<file path="src/sv/cslesc_pkg.sv">
// Shared types and constants for the C string literal escaper.
package cslesc_pkg;

	// Configuration register indexes
	localparam logic [1:0] CFG_OUTPUT_FORMAT  = 2'd0;
	localparam logic [1:0] CFG_DOUBLE_PERCENT = 2'd1;
	localparam logic [1:0] CFG_LINEBREAK_MODE = 2'd2;
	localparam logic [1:0] CFG_AUTO_LINEBREAK = 2'd3;

	// Output format codes
	localparam logic [1:0] FMT_TEXT = 2'd0;
	localparam logic [1:0] FMT_HEX  = 2'd1;
	localparam logic [1:0] FMT_OCT  = 2'd2;

	// Line end mode codes
	localparam logic [1:0] LB_KEEP = 2'd0;
	localparam logic [1:0] LB_CRLF = 2'd1;
	localparam logic [1:0] LB_LF   = 2'd2;

	// Characters
	localparam logic [7:0] CH_LF     = 8'h0A;
	localparam logic [7:0] CH_CR     = 8'h0D;
	localparam logic [7:0] CH_DQUOTE = 8'h22;
	localparam logic [7:0] CH_PCT    = 8'h25;
	localparam logic [7:0] CH_SQUOTE = 8'h27;
	localparam logic [7:0] CH_ZERO   = 8'h30;
	localparam logic [7:0] CH_HEXA   = 8'h37;
	localparam logic [7:0] CH_BSL    = 8'h5C;
	localparam logic [7:0] CH_N      = 8'h6E;
	localparam logic [7:0] CH_R      = 8'h72;
	localparam logic [7:0] CH_X      = 8'h78;

	// Command slots, emitted in this order
	localparam int NSLOT  = 7;
	localparam int SLOT_W = 3;
	localparam logic [SLOT_W-1:0] SL_OPEN  = 3'd0;
	localparam logic [SLOT_W-1:0] SL_PRE   = 3'd1;
	localparam logic [SLOT_W-1:0] SL_A     = 3'd2;
	localparam logic [SLOT_W-1:0] SL_B     = 3'd3;
	localparam logic [SLOT_W-1:0] SL_C     = 3'd4;
	localparam logic [SLOT_W-1:0] SL_ENDB  = 3'd5;
	localparam logic [SLOT_W-1:0] SL_CLOSE = 3'd6;

	typedef struct packed {
		logic [1:0] output_format;
		logic       double_percent;
		logic [1:0] linebreak_mode;
		logic       auto_linebreak;
	} cfg_t;

	// Token kinds: plain char, backslash pair, numeric escape, text break, escape break
	typedef enum logic [2:0] {
		TK_CHAR,
		TK_ESC2,
		TK_ESCB,
		TK_TBRK,
		TK_EBRK
	} tok_kind_t;

	typedef struct packed {
		logic       en;
		tok_kind_t  kind;
		logic [7:0] ch;
	} tok_t;

	typedef struct packed {
		logic                  hex;
		tok_t [NSLOT-1:0]      slot;
	} cmd_t;

endpackage

</file>
<file path="src/sv/c_string_literal_escaper.sv">
// Top level: input byte stream in, quoted C string literal characters out.
// Items wait in the command queue; their characters are registered onto the result ports.
// Throughput: one character per cycle from the sequencer while the result is empty or popped;
// an item gives 1 to 12 characters (typically 1 to 4); items that give none are not queued.
// Items are accepted every cycle while the command queue has room (QUEUE_DEPTH entries).
// Reset: arst_n clears configuration, line state, queue and output valid; no clearing pass.
module c_string_literal_escaper #(
	parameter int QUEUE_DEPTH = 2
) (
	input  logic       clk,
	input  logic       arst_n,
	input  logic       push,
	output logic       full,
	input  logic [7:0] data_byte,
	input  logic       byte_valid,
	input  logic       end_of_string,
	output logic       empty,
	input  logic       pop,
	output logic [7:0] out_byte,
	output logic       run_last,
	output logic       literal_done,
	input  logic       cfg_valid,
	output logic       cfg_ready,
	input  logic [1:0] cfg_index,
	input  logic [1:0] cfg_data
);

	cslesc_pkg::cfg_t cfg_q;
	cslesc_pkg::cmd_t wr_cmd, head;
	logic             wr_en, rd_en, q_full, q_empty;

	assign cfg_ready = 1'b1;

	// Write configuration registers
	always_ff @(posedge clk or negedge arst_n) begin
		if (!arst_n) begin
			cfg_q <= '0;
		end else if (cfg_valid) begin
			case (cfg_index)
				cslesc_pkg::CFG_OUTPUT_FORMAT:  cfg_q.output_format  <= cfg_data;
				cslesc_pkg::CFG_DOUBLE_PERCENT: cfg_q.double_percent <= cfg_data[0];
				cslesc_pkg::CFG_LINEBREAK_MODE: cfg_q.linebreak_mode <= cfg_data;
				cslesc_pkg::CFG_AUTO_LINEBREAK: cfg_q.auto_linebreak <= cfg_data[0];
				default: cfg_q <= cfg_q;
			endcase
		end
	end

	assign full = q_full;

	cslesc_front u_front (
		.clk           (clk),
		.arst_n        (arst_n),
		.cfg           (cfg_q),
		.push          (push),
		.q_full        (q_full),
		.data_byte     (data_byte),
		.byte_valid    (byte_valid),
		.end_of_string (end_of_string),
		.wr_en         (wr_en),
		.wr_cmd        (wr_cmd)
	);

	cslesc_queue #(
		.DEPTH (QUEUE_DEPTH)
	) u_queue (
		.clk     (clk),
		.arst_n  (arst_n),
		.wr_en   (wr_en),
		.wr_data (wr_cmd),
		.full    (q_full),
		.rd_en   (rd_en),
		.rd_data (head),
		.empty   (q_empty)
	);

	cslesc_back u_back (
		.clk          (clk),
		.arst_n       (arst_n),
		.head         (head),
		.q_empty      (q_empty),
		.rd_en        (rd_en),
		.out_byte     (out_byte),
		.run_last     (run_last),
		.literal_done (literal_done),
		.empty        (empty),
		.pop          (pop)
	);

endmodule

</file>
<file path="src/sv/cslesc_front.sv">
// Front end: accepts source bytes, tracks line end state and builds token commands.
module cslesc_front (
	input  logic               clk,
	input  logic               arst_n,
	input  cslesc_pkg::cfg_t   cfg,
	input  logic               push,
	input  logic               q_full,
	input  logic [7:0]         data_byte,
	input  logic               byte_valid,
	input  logic               end_of_string,
	output logic               wr_en,
	output cslesc_pkg::cmd_t   wr_cmd
);

	logic open_q, pend_q, prev_q, seen_q;
	logic n_open, n_pend, n_prev, n_seen;
	logic accept, is_text, keep, is_cr, is_lf, auto_br;
	logic [cslesc_pkg::NSLOT-1:0] en_v;
	cslesc_pkg::cmd_t cmd;

	function automatic cslesc_pkg::tok_t mk_tok(cslesc_pkg::tok_kind_t kind, logic [7:0] ch);
		cslesc_pkg::tok_t t;
		t.en   = 1'b1;
		t.kind = kind;
		t.ch   = ch;
		return t;
	endfunction

	assign accept  = push && !q_full;
	assign is_text = !(cfg.output_format == cslesc_pkg::FMT_HEX ||
		cfg.output_format == cslesc_pkg::FMT_OCT);
	assign keep    = !(cfg.linebreak_mode == cslesc_pkg::LB_CRLF ||
		cfg.linebreak_mode == cslesc_pkg::LB_LF);
	assign is_cr   = (data_byte == cslesc_pkg::CH_CR);
	assign is_lf   = (data_byte == cslesc_pkg::CH_LF);
	assign auto_br = cfg.auto_linebreak;

	// Classify the transaction into token slots and next state
	always_comb begin
		cmd     = '0;
		cmd.hex = (cfg.output_format == cslesc_pkg::FMT_HEX);
		n_open  = open_q;
		n_pend  = pend_q;
		n_prev  = prev_q;
		n_seen  = seen_q;
		if (byte_valid || end_of_string) begin
			if (!open_q) begin
				cmd.slot[cslesc_pkg::SL_OPEN] = mk_tok(cslesc_pkg::TK_CHAR, cslesc_pkg::CH_DQUOTE);
			end
			n_open = 1'b1;
		end
		if (byte_valid) begin
			n_seen = 1'b1;
			if (is_text) begin
				if (pend_q && is_lf) begin
					// complete a kept CRLF
					cmd.slot[cslesc_pkg::SL_A] = mk_tok(cslesc_pkg::TK_ESC2, cslesc_pkg::CH_N);
					if (auto_br) begin
						cmd.slot[cslesc_pkg::SL_C] = mk_tok(cslesc_pkg::TK_TBRK, 8'h00);
					end
					n_pend = 1'b0;
					n_prev = 1'b0;
				end else if (!pend_q && prev_q && is_lf) begin
					// drop the LF of a CRLF pair
					n_prev = 1'b0;
				end else begin
					n_pend = 1'b0;
					if (pend_q && keep && auto_br) begin
						cmd.slot[cslesc_pkg::SL_PRE] = mk_tok(cslesc_pkg::TK_TBRK, 8'h00);
					end
					case (data_byte)
						cslesc_pkg::CH_PCT: begin
							cmd.slot[cslesc_pkg::SL_A] = mk_tok(cslesc_pkg::TK_CHAR, data_byte);
							if (cfg.double_percent) begin
								cmd.slot[cslesc_pkg::SL_B] = mk_tok(cslesc_pkg::TK_CHAR, data_byte);
							end
						end
						cslesc_pkg::CH_BSL, cslesc_pkg::CH_DQUOTE, cslesc_pkg::CH_SQUOTE: begin
							cmd.slot[cslesc_pkg::SL_A] = mk_tok(cslesc_pkg::TK_ESC2, data_byte);
						end
						cslesc_pkg::CH_CR, cslesc_pkg::CH_LF: begin
							if (is_cr && keep) begin
								cmd.slot[cslesc_pkg::SL_A] = mk_tok(cslesc_pkg::TK_ESC2,
									cslesc_pkg::CH_R);
								n_pend = 1'b1;
							end else begin
								if (cfg.linebreak_mode == cslesc_pkg::LB_CRLF) begin
									cmd.slot[cslesc_pkg::SL_A] = mk_tok(cslesc_pkg::TK_ESC2,
										cslesc_pkg::CH_R);
									cmd.slot[cslesc_pkg::SL_B] = mk_tok(cslesc_pkg::TK_ESC2,
										cslesc_pkg::CH_N);
								end else begin
									cmd.slot[cslesc_pkg::SL_A] = mk_tok(cslesc_pkg::TK_ESC2,
										cslesc_pkg::CH_N);
								end
								if (auto_br) begin
									cmd.slot[cslesc_pkg::SL_C] = mk_tok(cslesc_pkg::TK_TBRK, 8'h00);
								end
							end
						end
						default: begin
							cmd.slot[cslesc_pkg::SL_A] = mk_tok(cslesc_pkg::TK_CHAR, data_byte);
						end
					endcase
					n_prev = is_cr;
				end
			end else begin
				n_pend = 1'b0;
				if (!(is_cr && cfg.linebreak_mode == cslesc_pkg::LB_LF)) begin
					if (is_lf && cfg.linebreak_mode == cslesc_pkg::LB_CRLF && seen_q && !prev_q) begin
						cmd.slot[cslesc_pkg::SL_A] = mk_tok(cslesc_pkg::TK_ESCB, cslesc_pkg::CH_CR);
						cmd.slot[cslesc_pkg::SL_B] = mk_tok(cslesc_pkg::TK_ESCB, data_byte);
					end else begin
						cmd.slot[cslesc_pkg::SL_A] = mk_tok(cslesc_pkg::TK_ESCB, data_byte);
						if (data_byte == cslesc_pkg::CH_PCT && cfg.double_percent) begin
							cmd.slot[cslesc_pkg::SL_B] = mk_tok(cslesc_pkg::TK_ESCB, data_byte);
						end
					end
					if (is_lf && auto_br) begin
						cmd.slot[cslesc_pkg::SL_C] = mk_tok(cslesc_pkg::TK_EBRK, 8'h00);
					end
				end
				n_prev = is_cr;
			end
		end
		if (end_of_string) begin
			if (n_pend && is_text && keep && auto_br) begin
				cmd.slot[cslesc_pkg::SL_ENDB] = mk_tok(cslesc_pkg::TK_TBRK, 8'h00);
			end
			cmd.slot[cslesc_pkg::SL_CLOSE] = mk_tok(cslesc_pkg::TK_CHAR, cslesc_pkg::CH_DQUOTE);
			n_open = 1'b0;
			n_pend = 1'b0;
			n_prev = 1'b0;
			n_seen = 1'b0;
		end
	end

	// Collect slot enables
	always_comb begin
		for (int i = 0; i < cslesc_pkg::NSLOT; i++) begin
			en_v[i] = cmd.slot[i].en;
		end
	end

	// Queue only transactions that produce characters
	assign wr_en  = accept && (|en_v);
	assign wr_cmd = cmd;

	// Advance line state on each accepted transaction
	always_ff @(posedge clk or negedge arst_n) begin
		if (!arst_n) begin
			open_q <= 1'b0;
			pend_q <= 1'b0;
			prev_q <= 1'b0;
			seen_q <= 1'b0;
		end else if (accept) begin
			open_q <= n_open;
			pend_q <= n_pend;
			prev_q <= n_prev;
			seen_q <= n_seen;
		end
	end

endmodule

</file>
<file path="src/sv/cslesc_queue.sv">
// Command queue between the front end and the character sequencer.
module cslesc_queue #(
	parameter int DEPTH = 2
) (
	input  logic             clk,
	input  logic             arst_n,
	input  logic             wr_en,
	input  cslesc_pkg::cmd_t wr_data,
	output logic             full,
	input  logic             rd_en,
	output cslesc_pkg::cmd_t rd_data,
	output logic             empty
);

	localparam int PTR_W = (DEPTH > 1) ? $clog2(DEPTH) : 1;
	localparam int CNT_W = $clog2(DEPTH + 1);

	cslesc_pkg::cmd_t mem_q [DEPTH];
	logic [PTR_W-1:0] wr_ptr_q, rd_ptr_q;
	logic [CNT_W-1:0] cnt_q;

	assign full    = (cnt_q == CNT_W'(DEPTH));
	assign empty   = (cnt_q == '0);
	assign rd_data = mem_q[rd_ptr_q];

	// Store entries
	always_ff @(posedge clk) begin
		if (wr_en) begin
			mem_q[wr_ptr_q] <= wr_data;
		end
	end

	// Advance pointers and count
	always_ff @(posedge clk or negedge arst_n) begin
		if (!arst_n) begin
			wr_ptr_q <= '0;
			rd_ptr_q <= '0;
			cnt_q    <= '0;
		end else begin
			if (wr_en) begin
				wr_ptr_q <= (wr_ptr_q == PTR_W'(DEPTH - 1)) ? '0 : wr_ptr_q + 1'b1;
			end
			if (rd_en) begin
				rd_ptr_q <= (rd_ptr_q == PTR_W'(DEPTH - 1)) ? '0 : rd_ptr_q + 1'b1;
			end
			if (wr_en && !rd_en) begin
				cnt_q <= cnt_q + 1'b1;
			end else if (rd_en && !wr_en) begin
				cnt_q <= cnt_q - 1'b1;
			end
		end
	end

endmodule

</file>
<file path="src/sv/cslesc_back.sv">
// Back end: walks token slots, one character per cycle unless output awaits a pop.
module cslesc_back (
	input  logic             clk,
	input  logic             arst_n,
	input  cslesc_pkg::cmd_t head,
	input  logic             q_empty,
	output logic             rd_en,
	output logic [7:0]       out_byte,
	output logic             run_last,
	output logic             literal_done,
	output logic             empty,
	input  logic             pop
);

	logic [cslesc_pkg::NSLOT-1:0]  done_q, en_v, live, low;
	logic [1:0]                    idx_q, last_idx;
	logic [cslesc_pkg::SLOT_W-1:0] cur;
	cslesc_pkg::tok_t              tok;
	logic                          more, tok_last, cmd_last, go;
	logic                          out_valid_q, run_last_q, literal_done_q;
	logic [7:0]                    out_byte_q, ch;

	function automatic logic [7:0] hex_digit(logic [3:0] n);
		logic [7:0] base;
		base = (n < 4'd10) ? cslesc_pkg::CH_ZERO : cslesc_pkg::CH_HEXA;
		return base + {4'd0, n};
	endfunction

	// Find the lowest slot not yet emitted
	always_comb begin
		for (int i = 0; i < cslesc_pkg::NSLOT; i++) begin
			en_v[i] = head.slot[i].en;
		end
		live = en_v & ~done_q;
		low  = live & (~live + cslesc_pkg::NSLOT'(1));
		more = |(live & ~low);
		cur  = '0;
		for (int i = 0; i < cslesc_pkg::NSLOT; i++) begin
			if (low[i]) begin
				cur = cslesc_pkg::SLOT_W'(i);
			end
		end
		tok = head.slot[cur];
	end

	// Pick the character at the current position of the token
	always_comb begin
		ch       = tok.ch;
		last_idx = 2'd0;
		case (tok.kind)
			cslesc_pkg::TK_CHAR: begin
				ch       = tok.ch;
				last_idx = 2'd0;
			end
			cslesc_pkg::TK_ESC2: begin
				ch       = (idx_q == 2'd0) ? cslesc_pkg::CH_BSL : tok.ch;
				last_idx = 2'd1;
			end
			cslesc_pkg::TK_ESCB: begin
				last_idx = 2'd3;
				case (idx_q)
					2'd0: ch = cslesc_pkg::CH_BSL;
					2'd1: ch = head.hex ? cslesc_pkg::CH_X :
						cslesc_pkg::CH_ZERO + {5'd0, 1'b0, tok.ch[7:6]};
					2'd2: ch = head.hex ? hex_digit(tok.ch[7:4]) :
						cslesc_pkg::CH_ZERO + {5'd0, tok.ch[5:3]};
					default: ch = head.hex ? hex_digit(tok.ch[3:0]) :
						cslesc_pkg::CH_ZERO + {5'd0, tok.ch[2:0]};
				endcase
			end
			cslesc_pkg::TK_TBRK: begin
				last_idx = 2'd3;
				case (idx_q)
					2'd1:    ch = cslesc_pkg::CH_CR;
					2'd2:    ch = cslesc_pkg::CH_LF;
					default: ch = cslesc_pkg::CH_DQUOTE;
				endcase
			end
			cslesc_pkg::TK_EBRK: begin
				last_idx = 2'd2;
				ch       = (idx_q == 2'd1) ? cslesc_pkg::CH_LF : cslesc_pkg::CH_DQUOTE;
			end
			default: begin
				ch       = tok.ch;
				last_idx = 2'd0;
			end
		endcase
	end

	assign tok_last = (idx_q == last_idx);
	assign cmd_last = tok_last && !more;
	assign go       = !q_empty && (!out_valid_q || pop);
	assign rd_en    = go && cmd_last;

	// Step through tokens and slots
	always_ff @(posedge clk or negedge arst_n) begin
		if (!arst_n) begin
			done_q <= '0;
			idx_q  <= '0;
		end else if (go) begin
			if (cmd_last) begin
				done_q <= '0;
				idx_q  <= '0;
			end else if (tok_last) begin
				done_q <= done_q | low;
				idx_q  <= '0;
			end else begin
				idx_q <= idx_q + 2'd1;
			end
		end
	end

	// Hold the output transaction until popped
	always_ff @(posedge clk or negedge arst_n) begin
		if (!arst_n) begin
			out_valid_q <= 1'b0;
		end else if (go) begin
			out_valid_q <= 1'b1;
		end else if (pop) begin
			out_valid_q <= 1'b0;
		end
	end

	always_ff @(posedge clk) begin
		if (go) begin
			out_byte_q     <= ch;
			run_last_q     <= cmd_last;
			literal_done_q <= (cur == cslesc_pkg::SL_CLOSE);
		end
	end

	assign empty        = !out_valid_q;
	assign out_byte     = out_byte_q;
	assign run_last     = run_last_q;
	assign literal_done = literal_done_q;

	a_mid_token_has_cmd: assert property (@(posedge clk) disable iff (!arst_n)
		(idx_q != 2'd0) |-> !q_empty)
		else $error("token in progress with no command");

	a_mid_cmd_has_cmd: assert property (@(posedge clk) disable iff (!arst_n)
		(done_q != '0) |-> !q_empty)
		else $error("partly emitted command vanished");

	a_go_has_work: assert property (@(posedge clk) disable iff (!arst_n)
		go |-> (live != '0))
		else $error("emitting from a command with no slots left");

	a_done_is_quote: assert property (@(posedge clk) disable iff (!arst_n)
		(out_valid_q && literal_done_q) |-> (run_last_q && out_byte_q == cslesc_pkg::CH_DQUOTE))
		else $error("closing quote not last or not a quote");

endmodule
</file>
<file path="config.mk">
export PLATFORM = sky130hd
export DESIGN_NAME = c_string_literal_escaper
export DESIGN_NICKNAME = d
export VERILOG_FILES = /design/src/sv/cslesc_pkg.sv /design/src/sv/c_string_literal_escaper.sv /design/src/sv/cslesc_front.sv /design/src/sv/cslesc_queue.sv /design/src/sv/cslesc_back.sv
export SDC_FILE = /design/constraint.sdc
export NUM_CORES = 1
export LEC_CHECK = 0
export BUFFER_PORTS_ARGS = -buffer_cell sky130_fd_sc_hd__buf_2
export CORE_UTILIZATION = 40
export DETAILED_ROUTE_END_ITERATION = 10
export REMOVE_ABC_BUFFERS = 1
export SYNTH_ARGS = -nofsm -noshare
export SYNTH_HDL_FRONTEND = slang
export SYNTH_SLANG_ARGS = --single-unit
</file>
<file path="constraint.sdc">
create_clock -name clk -period 3.9 [get_ports clk]
set_clock_uncertainty 0.05 [all_clocks]
set_input_delay 0.195 -clock clk [delete_from_list [all_inputs] [get_ports clk]]
set_output_delay 0.195 -clock clk [all_outputs]
set_load 0.005 [all_outputs]
</file>
Word level (Yosys, flattened, before mapping)

Memories as Yosys holds them, arrays and structs flattened.
Cells that the tools add are included.

Add/sub/neg operators: 11
$lt $le $gt $ge: 3
Eq/ne operators: 22
Multiplexer cells: 73
Bitwise operators: 7
Reductions and logical operators: 56

Operators by type and width:

| cell                | number |
|---|---|
| $mux 12             | 16 |
| $mux 48             | 2 |
| $mux 24             | 3 |
| $mux 36             | 2 |
| $pmux 12 s2         | 2 |
| $bmux 12 s3         | 1 |
| $mux 8              | 4 |
| $pmux 8 s4          | 1 |
| $eq 8x6->1 const B  | 3 |
| $pmux 8 s3          | 1 |
| $mux 1              | 23 |
| $logic_and 1x1->1   | 22 |
| $and 7x7->7         | 3 |
| $mux 3              | 7 |
| $not 7->7           | 3 |
| $add 8x4->8         | 2 |
| $eq 8x4->1 const B  | 2 |
| $add 6x3->7 const A | 2 |
| $mux 7              | 2 |
| $reduce_and 2->1    | 7 |
| $reduce_or 7->1     | 2 |
| $eq 2x2->1 const B  | 6 |
| $pmux 6 s2          | 1 |
| $mux 11             | 1 |
| other kinds (24)    | 54 |

Bits in registers: 34
Memory bits (writable): 170
Bits of input ports: 19
Output and inout bits: 13
Memories: 1

Memories:

| memory        | depth | width | rd ports | clocked after memory_dff | write ports | line               | RTL |
|---|---|---|---|---|---|---|---|
| u_queue.mem_q | 2     | 85    | 1        | 0                        | 1           | cslesc_queue.sv:18 | `cslesc_pkg::cmd_t mem_q [DEPTH];` |

Longest topological paths before layout

Gate-level depths: netlist of run 1.

Word-level depth: 22
Gate-level depth with buffers: 17

Modules after synthesis

From an unflattened synthesis of run 1, not the netlist that was laid out.

Cell total of the unflattened synthesis: 832
Area total of the unflattened synthesis: 10830.4 um^2

By module, submodules not included:

| module                   | instances | cells an instance | area each (um^2) | seq. area each (um^2) |
|---|---|---|---|---|
| cslesc_queue             | 1         | 281               | 6525.0           | 5205.0 |
| cslesc_back              | 1         | 341               | 2706.3           | 550.5 |
| cslesc_front             | 1         | 192               | 1337.5           | 75.1 |
| c_string_literal_escaper | 1         | 18                | 261.5            | 150.1 |

Worst setup path before layout of run 1

Ideal clock, no wire load.

Kind: flip-flop to flip-flop
Start: register u_queue.rd_ptr_q
End: register u_back.out_byte_q[2], in the netlist u_back.out_byte[2], data pin
Library setup time: 0.270 ns
Arrival time: 3.728 ns
Data required time: 3.580 ns
Path slack: -0.148 ns
Cell stages (with the launch flop): 17
Path buffers: 2
Clock period less this slack: 4.048 ns
Path through: dfrtp_1 -> buf_6 -> mux2_4 -> a211oi_2 -> o311ai_4 -> buf_6 -> mux4_2 -> nand2_1 -> a21oi_1 -> ha_1 -> fa_1 -> nand4_1 -> or4b_2 -> o31ai_1 -> a2111oi_0 -> o41ai_1 -> a32oi_1

Word-level cells in the longest chain between the ends: 19

Ends and longest elaborated chain:

| item                             | line                                 | RTL |
|---|---|---|
| from (decl)                      | cslesc_queue.sv:19                   | `logic [PTR_W-1:0] wr_ptr_q, rd_ptr_q;` |
| from (signal assigned)           | cslesc_queue.sv:44                   | `rd_ptr_q <= (rd_ptr_q == PTR_W'(DEPTH - 1)) ? '0 : rd_ptr_q + 1'b1;` |
| $mem_v2 2x85 (*)                 | -                                    |  |
| $and 7x7->7                      | cslesc_back.sv:34                    | `live = en_v & ~done_q;` |
| $not 7->7                        | cslesc_back.sv:35                    | `low = live & (~live + cslesc_pkg::NSLOT'(1));` |
| $add 7x1->7                      | cslesc_back.sv:35                    |  |
| $and 7x7->7                      | cslesc_back.sv:35                    |  |
| $mux 1                           | cslesc_back.sv:39                    | `if (low[i]) begin` |
| $mux 3 (5 in series)             | cslesc_back.sv:39                    |  |
| $bmux 12 s3                      | cslesc_back.sv:43                    | `tok = head.slot[cur];` |
| $mux 11 (implied by the code)    | cslesc_back.sv:43                    |  |
| $lt 4x4->1                       | cslesc_back.sv:25                    | `base = (n < 4'd10) ? cslesc_pkg::CH_ZERO : cslesc_pkg::CH_HEXA;` |
| $mux 3                           | cslesc_back.sv:25                    |  |
| $add 8x4->8                      | cslesc_back.sv:26                    | `return base + {4'd0, n};` |
| $mux 8, on equally long branches | cslesc_back.sv:67, cslesc_back.sv:65 |  |
| $pmux 8 s3                       | cslesc_back.sv:61                    | `case (idx_q)` |
| $pmux 8 s4 (*)                   | cslesc_back.sv:50                    | `case (tok.kind)` |
| via u_back.ch[2]                 | cslesc_back.sv:21                    | `logic [7:0] out_byte_q, ch;` |
| to (signal assigned)             | cslesc_back.sv:126                   | `out_byte_q <= ch;` |
| to (decl)                        | cslesc_back.sv:21                    |  |

The timed path passes the listed nets; every way through them passes the cells marked *. The select of a mux whose other input is x is not followed.
A chain may end at the register's enable or synchronous reset.

Worst setup path after layout of run 1

Ends and elaborated chain as after synthesis.

==> impl_metrics.toml, run 1 <==
[synthesis]
yosys.cell_count.top_type = "edfxtp_1"
synthTopCellsByArea = "edfxtp_1 (40%), dfrtp_1 (11%), mux4_2 (3.4%), a21oi_1 (3.3%), ha_1 (3.1%)"
syn_area_mm2 = 0.00529
synthTopCellsByCount = "edfxtp_1 (70), nor2_1 (41), nand2_1 (36)"
synth_top_area_frac = 0.397
yosys_warnings = 0
avgSynthCellArea_um2 = 11.1
async_flop_share = 0.247
synth_edf_count = 70
synth_top_cell_by_area = "edfxtp_1"
ys_types = 75
yosys_register_bits = 93
synth_cells = 475
ys_seq_area_frac = 0.506
synth_flop_cell = "edfxtp_1"

[pwr]
sw_frac_of_total = 0.394
worst_ir_drop_vdd_v = 0.000323
power.switching_mw = 2.36
p_comb_frac = 0.607
leakagePower_nw = 2.60
power.density_mw_per_mm2 = 898
clockPowerShare = 0.135
power_frac_seq = 0.258
p_int_mw = 3.63

[layout]
drive_gt1_frac = 0.347
fin_util = 0.523
antennaDiodeCount = 0
nets = 614
area_growth_pct = 26.2
final-seq-area_mm2 = 0.00268
fillers = 1093
multi_input_area_mm2 = 0.00265

[sta]
fin_crit_sh = 1.04
rsz0062_at_grt = "yes"
layout_setup_ws_ns = -0.144
drv_slew = 0
finalSetupViolCount = 4
max_clock_freq_mhz = 247
min_period_ns = 4.04
hold_viol = 0
slew_headroom = 0.395
worstMarginPinSlew_ns = 0.897

[status]
violations = "negative setup slack"
status = "complete, but fails checks"

[clocking]
cts.reportedPaths.clkPinSlew_ns = 0.07
cts.sinks = 93
cts_tree = "done"
cts_made_buffers = 9
htree_levels = 3
clockBufferDepth = 2
clock-root-buffer = "clkbuf_16"
clk_latency_ns = 0.35

[floorplan]
start_util = 0.414
die_w_um = 117
die_h_um = 117
ioPinCount = 32
core_mm2 = 0.0128
dieArea_mm2 = 0.0137
rows = 41

[setup_path]
critical_path_peak_fanout = 6
critPathRequiredTime_ns = 3.93
crit_arrival_ns = 4.07
critPathCaptureType = "register"
cp-start-kind = "register"
critical_path_class = "reg -> reg"

[global_routing]
grt_pass1_vias = 4129
overflow = 0
grt_pass1_wl_mm = 20.8
antenna_found_initial = 0
grt_max_degree = 31
gr-usage-all-layers = 0.202

[drt]
drt_wl_total_mm = 12.8
dr.first_iter.drc_count = 293
drcViolationCount = 0
dr_wl_met2_mm = 6.46
drtPass1Iterations = 4
postRouteAntennaNets = 0
wl_met3_um = 465
vias = 4154
wirelength_met1_mm = 5.58
wire_per_inst_um = 16.9
via_per_inst = 5.49
top_layer = "met4"

[job]
drv_cap = 0

[hold_path]
hold_class = "in -> reg"

[place]
place.gp.congestion = 0.922
hpwl_mm = 9.15
post-place-ws_ns = -0.324
port_buffers = 30
[through the flow]
| stage | cells | setup TNS, ns | cell area (µm²) | hold WS (ns) | power, mW |
|---|---|---|---|---|---|
| finish | 757 | -0.281 | 6680 | 0.0255 | 6.00 |
| global route | 757 | -1.65 | 6680 | 0.0516 | 6.39 |
| CTS | 752 | -0.191 | 6550 | 0.0212 | 5.76 |
| detailed placement | 718 | -1.24 | 5980 | 0.174 | 4.48 |
| global placement | 718 | -0.365 | 5980 | 0.160 | 4.44 |
| floorplan | 462 | -8.99 | 5210 | -0.151 | 3.32 |
[what timing repair did]
item                                   in CTS  in global routing
pin swaps                                  31                 29
gates resized for setup                    49                 20
endpoints found under the hold margin      23                  0
setup buffers                              17                  6
setup endpoints to repair                   7                  8
hold buffers                                1                  0
[kinds of logic after synthesis]
| family | after synthesis | synth area share |
|---|---|---|
| flops | 93 | 0.506 |
| xor+xnor | 6 | 0.0114 |
| other cells | 2 | 0.00142 |
| fa+ha+maj | 15 | 0.0383 |
| mux | 30 | 0.0868 |
| compound gates | 117 | 0.154 |
| simple gates | 169 | 0.165 |
| buf+inv | 43 | 0.0369 |
[layout by cell type, fill, tap and decap left out, drive strengths merged, types with 6 or more instances in the layout]
cell type,count
nand3,19
a21oi,37
nor2,41
o21ai,25
nor3b,7
buf,106
a22oi,6
nor2b,8
dfrtp,23
mux4,10
edfxtp,70
ha,13
nand2,36
a211oi,6
inv,27
a31oi,7
nand2b,7
and2,16
clkinv,6
mux2,15
nor3,11
clkbuf,10
[worst max-delay path, cell delays in order, from the launching register on]
cell and delay [ns]:
dfrtp_1 0.37, buf_6 0.17, mux2i_4 0.25, nor2_2 0.08, o311ai_4 0.41, buf_6 0.20, buf_6 0.10, mux4_2 0.51
and2_4 0.17, ha_4 0.17, fa_2 0.36, buf_4 0.15, buf_4 0.14, nor2_1 0.10, nand3_1 0.10, o21ai_1 0.11
a2111oi_2 0.10, o41ai_2 0.09, a32oi_1 0.15
[power groups by stage]
stage	combinational (mW)	clock [mW]	sequential, mW
3_5_place_dp	2.92	0	1.56
4_1_cts	3.39	0.829	1.54
2_1_floorplan	1.75	0	1.57
3_3_place_gp	2.89	0	1.55
6_report	3.64	0.812	1.54
5_1_grt	3.94	0.867	1.58
[worst paths after layout]
path	startpoint	to	slack, ns	depth (start not counted)
min reg2reg	u_back.out_valid_q	u_back.out_valid_q	0.45	2
max reg2reg	u_queue.rd_ptr_q	u_back.out_byte[2]	-0.14	18
max in group asynchronous	arst_n	cfg_q[2]	3.11	2
max	u_queue.rd_ptr_q	u_back.out_byte[2]	-0.14	18
min in group asynchronous	arst_n	u_back.idx_q[0]	0.30	2
min	cfg_data[1]	cfg_q[5]	0.03	3
[routing by layer]
layer,up-vias,track usage
li1,1982,-
met1,2032,0.254
met2,117,0.335
met3,23,0.0335
met4,0,0.107
met5,-,0
[cell type report]
class                           instances  area share
Sequential cell                        93       0.401
Clock buffer                           10      0.0343
Tap cell                              172      0.0322
Multi-Input combinational cell        342       0.397
Inverter                               27      0.0152
Clock inverter                          6     0.00581
Timing Repair Buffer                  107       0.114
[state kept, by name, summed over array words and instances, names as in the netlist, 2 cells and up]
register / count
u_back.idx_q: 2
u_back.done_q: 7
u_queue.mem_q: 60
u_back.out_byte: 8
u_queue.cnt_q: 2
cfg_q: 6
(Power assumes the default switching activity.)
==> run 2, diff against run 1 <==
ABC_AREA = 1   (was default)
==> impl_metrics.toml, run 2 <==
[setup_path]
critical_path_peak_fanout = 9
cp-start-kind = "register"
crit_arrival_ns = 3.78
critical_path_class = "reg -> reg"
critPathRequiredTime_ns = 4.04
critPathCaptureType = "register"

[layout]
fillers = 1264
final_common_cell = "nand2_1"
largest-register = "u_queue.mem_q"
area_growth_pct = 13.8
nets = 705
layout_common_cells = "nand2_1 (142), inv_1 (83), edfxtp_1 (70)"
largest_reg_flops = 60
drive_gt1_frac = 0.173
stdcell_count = 852
antennaDiodeCount = 0
stdcell_area_mm2 = 0.00624

[synthesis]
synthTopCellsByArea = "edfxtp_1 (38%), dfrtp_1 (11%), nand2_1 (9.8%), inv_1 (5.8%), nand3_1 (4.0%)"
async_flop_share = 0.247
avgSynthCellArea_um2 = 8.75
ys_seq_area_frac = 0.489
synthTopCellsByCount = "nand2_1 (143), inv_1 (84), edfxtp_1 (70)"
synth_top_cell_by_area = "edfxtp_1"
syn_area_mm2 = 0.00548
synth_top_area_frac = 0.384
synth_flop_cell = "edfxtp_1"
yosys.cell_count.top_type = "nand2_1"
ys_types = 51
yosys_warnings = 0
yosys_register_bits = 93
synth_cells = 626
synth_edf_count = 70

[sta]
min_period_ns = 3.65
max_clock_freq_mhz = 274
worstMarginPinSlew_ns = 0.877
timing.hold.ws_ns = 0.0329
hold_viol = 0
slew_headroom = 0.400
setup_tns_ns = 0
finalSetupViolCount = 0
rsz0062_at_grt = "no"
drv_slew = 0
fin_crit_sh = 0.935

[floorplan]
core_mm2 = 0.0133
start_util = 0.412
rows = 42
die_w_um = 119
die_h_um = 119
ioPinCount = 32
dieArea_mm2 = 0.0142

[global_routing]
antenna_found_initial = 0
overflow = 0
grt_pass1_vias = 4352
grt_pass1_wl_mm = 20.4
gr-usage-all-layers = 0.185
grt_max_degree = 32

[clocking]
clk_latency_ns = 0.35
cts.reportedPaths.clkPinSlew_ns = 0.07
cts.sinks = 93
clockBufferDepth = 2
cts_tree = "done"
clock-root-buffer = "clkbuf_16"
cts_made_buffers = 9
htree_levels = 3

[pwr]
power.switching_mw = 2.64
worst_ir_drop_vdd_v = 0.000260
p_total_mw = 5.70
leakagePower_nw = 2.88
power_frac_seq = 0.275
p_comb_frac = 0.554
p_int_mw = 3.06
power.density_mw_per_mm2 = 915
sw_frac_of_total = 0.463
clockPowerShare = 0.171

[status]
status = "finished clean"

[drt]
drtPass1Iterations = 5
drcViolationCount = 0
dr.first_iter.drc_count = 273
vias = 4320
wire_per_inst_um = 14.3
via_per_inst = 5.07
postRouteAntennaNets = 0
drt_wl_total_mm = 12.2

[place]
place.gp.congestion = 0.911
port_buffers = 30
dpl-instance-area_mm2 = 0.00586
hpwl_mm = 9.18
dp_cells = 833

[job]
drv_cap = 0

[hold_path]
hold_class = "in -> reg"
## run 2: changes by cell type in the layout (fill, tap and decap cells not counted), moves of 10 or more
| cell | delta |
|---|---|
| and2_1 | -13 |
| buf_4 | -59 |
| inv_1 | +62 |
| mux2_2 | -13 |
| mux4_2 | -10 |
| nand2_1 | +107 |
| nand2_2 | +10 |
| nand3_1 | +24 |
| nand4_1 | +13 |
| o21ai_0 | +22 |
## run 2: worst paths after layout
path,start,endpoint,slack (ns),cells past startpoint
setup / recovery,u_queue.rd_ptr_q,u_back.out_byte[1],0.25,22
hold / removal,end_of_string,u_queue.mem_q[1][83],0.03,1
setup reg to reg,u_queue.rd_ptr_q,u_back.out_byte[1],0.25,22
hold reg to reg,u_back.done_q[0],u_back.done_q[0],0.44,2
max in group asynchronous,arst_n,u_queue.rd_ptr_q,3.08,2
min in group asynchronous,arst_n,u_back.done_q[1],0.31,2
## run 2: metrics by stage
step	util	setup slack (ns)
after floorplan	-	-0.140
after global placement	0.441	0.300
after detailed placement	0.441	0.148
after CTS	0.467	0.125
after global routing	0.469	0.0290
final	0.469	0.254
## run 2: cell families (layout without fill, tap and decap cells)
logic type | Yosys count | in the layout | synth area share
AND/OR/NAND/NOR | 304 | 304 | 0.274
buffers and inverters | 105 | 152 | 0.0772
AO/OA/AOI/OAI | 95 | 95 | 0.101
flip-flops | 93 | 93 | 0.489
adder cells (fa/ha/maj) | 16 | 16 | 0.0388
multiplexers | 9 | 9 | 0.0164
other | 2 | 5 | 0.00137
XOR/XNOR | 2 | 2 | 0.00320
## run 2: timing repair
action / in CTS / in global routing
hold endpoints to repair: 24 / 0
endpoints found under the setup margin: 0 / 4
setup buffers: 0 / 1
hold buffers: 2 / 0
gates resized for setup: 0 / 7
## run 2: final cells by class
class | count | area [µm²] | area share
clock buffers | 10 | 239 | 0.0383
clock inverters | 6 | 92.6 | 0.0148
inverters | 95 | 359 | 0.0576
multi-input cells | 431 | 2410 | 0.386
flip-flops and latches | 93 | 2680 | 0.429
well taps | 176 | 220 | 0.0353
repair buffers | 41 | 238 | 0.0381
## run 2: critical path, cell delays in order (launching register included)
cell     delay (ns)
dfrtp_2        0.46
inv_4          0.13
nand2_2        0.07
nand3_2        0.10
nand2_2        0.13
nor2_8         0.19
nand3_4        0.13
nand2_4        0.15
inv_2          0.08
nor2_1         0.16
nor2_2         0.09
nor2_1         0.10
nand3_1        0.13
nand2_2        0.14
ha_1           0.18
inv_1          0.06
fa_1           0.43
or2_2          0.30
nand4_1        0.10
nand2_1        0.06
nor2_1         0.10
nor3_1         0.05
o21ai_0        0.09
## run 2: power groups by stage
stage               combinational [mW]  clock [mW]  sequential [mW]
finish                            3.16       0.977             1.57
global route                      3.55        1.03             1.60
CTS                               3.13       0.999             1.57
detailed placement                3.12           0             1.58
global placement                  3.07           0             1.58
floorplan                         2.30           0             1.60
## run 2: layer usage
layer  global-route usage  vias to the layer above  wire length, µm
met5                    0                        -                0
met4                0.107                        0              376
met1                0.222                     1952             5350
li1                     -                     2204                -
met2                0.315                      137             5970
met3               0.0297                       27              520
